**config.mk**
```make
export PLATFORM = sky130hd
export DESIGN_NAME = addressed_frame_receiver_crc8
export DESIGN_NICKNAME = d
export VERILOG_FILES = /design/src/hdl/afr_pkg.sv /design/src/hdl/addressed_frame_receiver_crc8.sv
export VERILOG_INCLUDE_DIRS = /design/src /design/src/hdl
export SDC_FILE = /design/constraint.sdc
export NUM_CORES = 1
export LEC_CHECK = 0
export ABC_AREA = 0
export BUFFER_PORTS_ARGS = -buffer_cell sky130_fd_sc_hd__buf_2
export CORE_ASPECT_RATIO = 1.75
export CORE_MARGIN = 1.5
export CORE_UTILIZATION = 55
export DETAILED_ROUTE_END_ITERATION = 12
export GPL_ROUTABILITY_DRIVEN = 1
export PLACE_DENSITY = 0.76
export RECOVER_POWER = 100
export SYNTH_ARGS = -nofsm -noshare
export SYNTH_HDL_FRONTEND = slang
export SYNTH_SLANG_ARGS = --single-unit
```
**constraint.sdc**
```tcl
create_clock -name clk -period 12.24 [get_ports clk]
set_input_delay 0.612 -clock clk [delete_from_list [all_inputs] [get_ports clk]]
set_output_delay 0.612 -clock clk [all_outputs]
set_load 0.01 [all_outputs]
```
**src/hdl/assert_macros.svh**
```systemverilog
// Assertion macros shared by the RTL of the frame receiver.
// Needs a clock named clk and an active-low reset named rst_n in scope.
`ifndef ASSERT_MACROS_SVH
`define ASSERT_MACROS_SVH

// Check an implication on every rising clock edge outside reset
`define ASSERT_AT(label, prop, msg) \
  label: assert property (@(posedge clk) disable iff (!rst_n) (prop)) else $error(msg);

// Check that a condition never holds outside reset
`define ASSERT_NEVER(label, cond, msg) \
  label: assert property (@(posedge clk) disable iff (!rst_n) !(cond)) else $error(msg);

`endif

```
**src/hdl/afr_pkg.sv**
```systemverilog
// Package for the addressed frame receiver: frame constants, command codes,
// event codes, the CRC-8 byte step and the command decode. No dependencies.
`timescale 1ns / 1ps

package afr_pkg;

  // Frame header bytes and CRC polynomial (reflected 0x31)
  localparam logic [7:0] HEAD_FIRST  = 8'h54;
  localparam logic [7:0] HEAD_SECOND = 8'h48;
  localparam logic [7:0] CRC_POLY    = 8'h8C;

  // Byte positions within a frame, counted from 1
  localparam logic [8:0] POS_HEAD_FIRST  = 9'd1;
  localparam logic [8:0] POS_HEAD_SECOND = 9'd2;
  localparam logic [8:0] POS_ADDRESS     = 9'd3;
  localparam logic [8:0] POS_COMMAND     = 9'd4;
  localparam logic [8:0] POS_LENGTH      = 9'd5;

  // Command codes
  localparam logic [7:0] CMD_TEST     = 8'd1;
  localparam logic [7:0] CMD_REPORT   = 8'd2;
  localparam logic [7:0] CMD_TIMING   = 8'd3;
  localparam logic [7:0] CMD_INTERVAL = 8'd4;
  localparam logic [7:0] CMD_REBOOT   = 8'd5;
  localparam logic [7:0] CMD_HISTORY  = 8'd6;

  // Event codes
  localparam logic [2:0] EV_NONE     = 3'd0;
  localparam logic [2:0] EV_REPORT   = 3'd1;
  localparam logic [2:0] EV_TIMING   = 3'd2;
  localparam logic [2:0] EV_INTERVAL = 3'd3;
  localparam logic [2:0] EV_REBOOT   = 3'd4;
  localparam logic [2:0] EV_HISTORY  = 3'd5;

  typedef struct packed {
    logic       ack_needed;
    logic [2:0] event_code;
    logic       keep_low_half;
  } cmd_decode_t;

  // One byte through the reflected CRC-8: eight fixed shift/xor steps
  function automatic logic [7:0] crc8_step(input logic [7:0] acc, input logic [7:0] b);
    logic [7:0] v;
    v = acc ^ b;
    for (int k = 0; k < 8; k++) begin
      if (v[0]) begin
        v = (v >> 1) ^ CRC_POLY;
      end else begin
        v = v >> 1;
      end
    end
    return v;
  endfunction

  // Map a command byte to its ack flag, event code and low-half keep flag
  function automatic cmd_decode_t decode_cmd(input logic [7:0] cmd);
    cmd_decode_t d;
    d = '{ack_needed: 1'b0, event_code: EV_NONE, keep_low_half: 1'b0};
    unique case (cmd)
      CMD_TEST:     d.ack_needed = 1'b1;
      CMD_REPORT:   d.event_code = EV_REPORT;
      CMD_TIMING: begin
        d.ack_needed = 1'b1;
        d.event_code = EV_TIMING;
      end
      CMD_INTERVAL: begin
        d.ack_needed    = 1'b1;
        d.event_code    = EV_INTERVAL;
        d.keep_low_half = 1'b1;
      end
      CMD_REBOOT: begin
        d.ack_needed = 1'b1;
        d.event_code = EV_REBOOT;
      end
      CMD_HISTORY:  d.event_code = EV_HISTORY;
      default:      d = d;
    endcase
    return d;
  endfunction

endpackage

```
**src/hdl/addressed_frame_receiver_crc8.sv**
```systemverilog
// Addressed frame receiver top level: input register, frame tracking, CRC
// check and result register. Depends on afr_pkg and assert_macros.svh.
// Usage: feed received bytes on the in_ channel, one request per byte; the
// block takes a byte every cycle while the result side keeps up; each byte
// passes the input register, and a good frame then the result register. A
// frame is 'T', 'H', own address, command, length L, L data bytes and a
// reflected CRC-8 (poly 0x8C, init 0) over the data. A frame whose check
// byte matches yields one result request in the cycle after its check byte
// leaves the input register; bad frames and header misses give nothing.
// The own_address register takes writes on cfg_ at any cycle (cfg_ready is
// always high) and applies from the next address byte on.
`timescale 1ns / 1ps
`include "assert_macros.svh"

module addressed_frame_receiver_crc8 (
  input  logic        clk,
  input  logic        rst_n,
  // received bytes
  input  logic        in_valid,
  output logic        in_stall,
  input  logic [7:0]  in_rx_byte,
  // frame results
  output logic        out_valid,
  input  logic        out_stall,
  output logic [7:0]  out_frame_command,
  output logic [7:0]  out_data_length,
  output logic [31:0] out_payload_word,
  output logic        out_ack_needed,
  output logic [2:0]  out_event_code,
  // own address register
  input  logic        cfg_valid,
  output logic        cfg_ready,
  input  logic [7:0]  cfg_own_address
);

  logic        in_v_r;
  logic [7:0]  byte_r;
  logic [7:0]  own_addr_r;

  logic [8:0]  pos_r, pos_nxt;
  logic [7:0]  len_r, len_nxt;
  logic [7:0]  crc_r, crc_nxt;
  logic [7:0]  cmd_r, cmd_nxt;
  logic [31:0] cap_r, cap_nxt;

  logic        out_v_r;
  logic [7:0]  out_cmd_r;
  logic [7:0]  out_len_r;
  logic [31:0] out_word_r;
  logic        out_ack_r;
  logic [2:0]  out_ev_r;

  logic        out_free;
  logic        step;
  logic        produce;
  logic [8:0]  pos_inc;
  logic [8:0]  pos_check;
  logic [8:0]  data_idx;
  afr_pkg::cmd_decode_t dec;

  // Handshake: a byte leaves the input register when the result side has room
  assign out_free  = !out_v_r || !out_stall;
  assign step      = in_v_r && out_free;
  assign in_stall  = in_v_r && !out_free;
  assign cfg_ready = 1'b1;

  // Hold the own address register
  always_ff @(posedge clk) begin
    if (!rst_n) begin
      own_addr_r <= 8'd1;
    end else if (cfg_valid && cfg_ready) begin
      own_addr_r <= cfg_own_address;
    end
  end

  // Capture incoming byte requests
  always_ff @(posedge clk) begin
    if (!rst_n) begin
      in_v_r <= 1'b0;
    end else if (!in_stall) begin
      in_v_r <= in_valid;
    end
  end

  always_ff @(posedge clk) begin
    if (!in_stall) begin
      byte_r <= in_rx_byte;
    end
  end

  // Advance the frame tracker on the registered byte
  assign pos_inc   = pos_r + 9'd1;
  assign pos_check = {1'b0, len_r} + afr_pkg::POS_LENGTH + 9'd1;
  assign data_idx  = pos_inc - afr_pkg::POS_LENGTH - 9'd1;
  assign dec       = afr_pkg::decode_cmd(cmd_r);

  always_comb begin
    pos_nxt = pos_inc;
    len_nxt = len_r;
    crc_nxt = crc_r;
    cmd_nxt = cmd_r;
    cap_nxt = cap_r;
    produce = 1'b0;
    priority if (pos_inc == afr_pkg::POS_HEAD_FIRST) begin
      if (byte_r != afr_pkg::HEAD_FIRST) pos_nxt = '0;
    end else if (pos_inc == afr_pkg::POS_HEAD_SECOND) begin
      if (byte_r != afr_pkg::HEAD_SECOND) pos_nxt = '0;
    end else if (pos_inc == afr_pkg::POS_ADDRESS) begin
      if (byte_r != own_addr_r) pos_nxt = '0;
    end else if (pos_inc == afr_pkg::POS_COMMAND) begin
      cmd_nxt = byte_r;
    end else if (pos_inc == afr_pkg::POS_LENGTH) begin
      len_nxt = byte_r;
      crc_nxt = '0;
      cap_nxt = '0;
    end else if (pos_inc == pos_check) begin
      produce = (byte_r == crc_r);
      pos_nxt = '0;
    end else if (pos_inc > afr_pkg::POS_LENGTH) begin
      crc_nxt = afr_pkg::crc8_step(crc_r, byte_r);
      if (data_idx < 9'd4) begin
        cap_nxt = cap_r | ({24'd0, byte_r} << {data_idx[1:0], 3'b000});
      end
    end else begin
      pos_nxt = '0;
    end
  end

  always_ff @(posedge clk) begin
    if (!rst_n) begin
      pos_r <= '0;
      len_r <= '0;
      crc_r <= '0;
      cmd_r <= '0;
      cap_r <= '0;
    end else if (step) begin
      pos_r <= pos_nxt;
      len_r <= len_nxt;
      crc_r <= crc_nxt;
      cmd_r <= cmd_nxt;
      cap_r <= cap_nxt;
    end
  end

  // Load a result on a good check byte, drop it once taken
  always_ff @(posedge clk) begin
    if (!rst_n) begin
      out_v_r <= 1'b0;
    end else if (step && produce) begin
      out_v_r <= 1'b1;
    end else if (!out_stall) begin
      out_v_r <= 1'b0;
    end
  end

  always_ff @(posedge clk) begin
    if (step && produce) begin
      out_cmd_r  <= cmd_r;
      out_len_r  <= len_r;
      out_word_r <= dec.keep_low_half ? {16'd0, cap_r[15:0]} : cap_r;
      out_ack_r  <= dec.ack_needed;
      out_ev_r   <= dec.event_code;
    end
  end

  assign out_valid         = out_v_r;
  assign out_frame_command = out_cmd_r;
  assign out_data_length   = out_len_r;
  assign out_payload_word  = out_word_r;
  assign out_ack_needed    = out_ack_r;
  assign out_event_code    = out_ev_r;

  // Checks
  `ASSERT_AT(a_result_loaded, (step && produce) |=> out_v_r, "good frame gave no result")
  `ASSERT_NEVER(a_pos_bound, (pos_r > afr_pkg::POS_LENGTH) && (pos_r > ({1'b0, len_r} + afr_pkg::POS_LENGTH)), "byte position past frame end")
  `ASSERT_NEVER(a_stall_empty, in_stall && !in_v_r, "input stalled with empty register")
  `ASSERT_AT(a_no_step_full, (out_v_r && out_stall) |-> !step, "byte consumed while result blocked")

endmodule
```
==> metrics.txt <==
Max Freq=between 0.15 and 0.2 GHz; Hold WC Path Type=primary input to flip-flop; max-cap check violation count=2; core area=between 10,000 and 15,000 um^2; Seq/Total Area, Yosys=54.29%; Main synth FF type=dfxtp_1; die footprint=11,730 um^2; cts hold-fix bufs=0; static leakage=2.610 nW; PD cells=150.7 nW/um^2; post-cts resize count=0; max incr delay on CP=1970 ps; Syn Area/Cell=10.30 um^2; dominant cells by area after synthesis=edfxtp_1 (30%), dfxtp_1 (25%), nand2_1 (5.6%), xnor2_1 (5.0%), mux2i_1 (3.9%); CP Capture Point=out_data_length[1]; Finish-stage setup viols=0; peak supply drop=0.1293 mV; Post-CTS Repair Setup Buffers=0; # fillers=858; Critical path buffers and inverters=1; Critical Path Start=pos_r[0]; terminus of the critical flop-to-flop path=out_data_length[1]; Initial Util=56.55%; share of layout cells above drive strength 1=a little over 8%; drt first pass iters=5; Finished Layout Cells=791; CP Data Arrival Time=about 5500 ps; clock skew=around 6.1 ps; GRT Util Overall=between 20% and 30%; Top Ports=76; # rows=50; Final Wtd Congestion=just over 0.9; Final nets=between 600 and 700; diode count=0; post-layout util=between 60 and 70%; DRC errors left=0; Tcrit/Tclk final=44.94%; status=finished, violations left; Syn. warnings=0; count of cell types in the netlist=58; area grow syn2layout=14.23%; Sum Neg Setup Slack=0 ps; DP Cell Count=759; slew margin rel.=-81.84%; R2R Setup Slk=6740 ps; unrepaired setup endpoints after global routing=false; violated checks=max-capacitance violations, max-slew violations; count leader, synth=nand2_1; clock-pin slew on the worst setup and hold paths=60 ps; Multi-input gate area=2509 um^2; Detailed Route WL=about 14,000 um; clock sinks=~140; area leader, netlist=edfxtp_1; worst r2r src=pos_r[0]; hold_ws=372.3 ps; largest net degree at the start of global routing=53; CTS tree=built; fin. max-slew vios=84; Buffers on Ports=74; worst path required time=12,210 ps; CTS H-Tree Depth=4; slowest library cell on the worst path=clkbuf_1; initial antenna violation count=0; mapped cell area=6085 um^2; syn_nets=just over 600; width of the die=82.51 um; Post-synth ARST share=0%; HPWL Detailed=just over 9000 um; CP endpoint kind=flip-flop; cell count of the worst reg-to-reg path=8; final hold viol count=0; critical path, cell by cell=ha_1 > and3_1 > xnor2_1 > or3b_2 > o311ai_0 > nand3_1 > a211oi_1 > clkbuf_1; CP startpoint kind=flip-flop; number of vias per cell=between 5 and 6; vias in the first global route=4,516; Least-Margin Pin Slew=2728 ps; overall power=~0.0010 W; Final min period=around 5500 ps; first-pass GRT wire length=between 20,000 and 25,000 um; Iter 0 DRT Violations=369; CP top delay family=buffers and inverters; synthesized instance count=591; EDFF count, synth=60; Synth top area share=29.61%; Max clock buf depth=2; synthesized flop and latch total=135; via count=4,622; Clock Latency Late Sink=410 ps; worst-path fanout max=52; Reg area=3303 um^2; routed len/inst=17.74 um; cts bufs inserted=17; Setup CP Type=flip-flop to flip-flop; total grt overflow=0; Post-synth top cells=nand2_1 (90), dfxtp_1 (75), edfxtp_1 (60); post-route ant nets=0; instance count on the critical path=8; root buffer cell=clkbuf_16; Chip Height=142.1 um
[layout by cell type (no fill, tap or decap), drive strengths merged, types with 17 or more instances in the layout]
cell    synthesis  final
xnor2          35     35
mux2i          24     24
nor2           45     45
nor2b          19     19
nand2          90     90
dfxtp          75     75
a21oi          18     18
buf            16     17
clkbuf         23     79
o21ai          46     46
edfxtp         60     60
[cells by family after synthesis]
family,share of synthesized area [%]
AOI/OAI and AO/OA,10.51
xor gates and xnor gates,7.526
adders and majority gates,1.645
buffers and inverters,4.236
DFF,54.29
muxes,3.948
other,0.06163
and+or+nand+nor,17.79
[flip-flops by register name (all words and copies together) (netlist names)]
signal / count
len_r: 8
out_frame_command: 8
cmd_r: 8
crc_r: 8
out_event_code: 3
out_ack_needed: 1
out_valid: 1
byte_r: 8
pos_r: 9
out_payload_word: 32
out_data_length: 8
in_v_r: 1
own_addr_r: 8
cap_r: 32
[worst min path at each step]
| stage | start | to | slack [ps] | cells past startpoint |
|---|---|---|---|---|
| 2_1_floorplan | cap_r[0] | out_payload_word[0] | 410 | 0 |
| 3_3_place_gp | cap_r[12] | out_payload_word[12] | 410 | 0 |
| 3_5_place_dp | cap_r[8] | out_payload_word[8] | 420 | 0 |
| 4_1_cts | in_rx_byte[0] | byte_r[0] | 360 | 1 |
| 5_1_grt | in_rx_byte[0] | byte_r[0] | 360 | 1 |
| 6_report | in_rx_byte[0] | byte_r[0] | 370 | 1 |
[power by group]
part	total (W)	internal [W]	switching, W
clock	0.000543	0.000350	0.000193
combinational	0.0000269	0.0000112	0.0000158
sequential	0.000478	0.000471	0.00000713
[per-layer routing]
layer | vias to the layer above | track usage, % | wire (um)
met5 | - | 0 | 0
met4 | 0 | 10.09 | 335
met3 | 29 | 6.346 | 691
met2 | 164 | 45.27 | 7600
met1 | 2231 | 27.74 | 5409
li1 | 2198 | - | -
[stage by stage]
step / worst slack [ps] / area [um^2]
after detailed placement: 8085 / 6436
after floorplan: 5662 / 6085
after CTS: 7995 / 7064
after global routing: 6262 / 6950
after global placement: 8300 / 6436
final: 6739 / 6950
[final cells by class]
class                      count  share of cell area, %
clock inverter                13                  2.520
inverter                      10                 0.5401
multi-input combinational    407                  36.09
tap                          130                  2.340
sequential                   135                  47.52
clock buffer                  19                  6.517
timing repair buffer          77                  4.464
(Power assumes the default switching activity.)
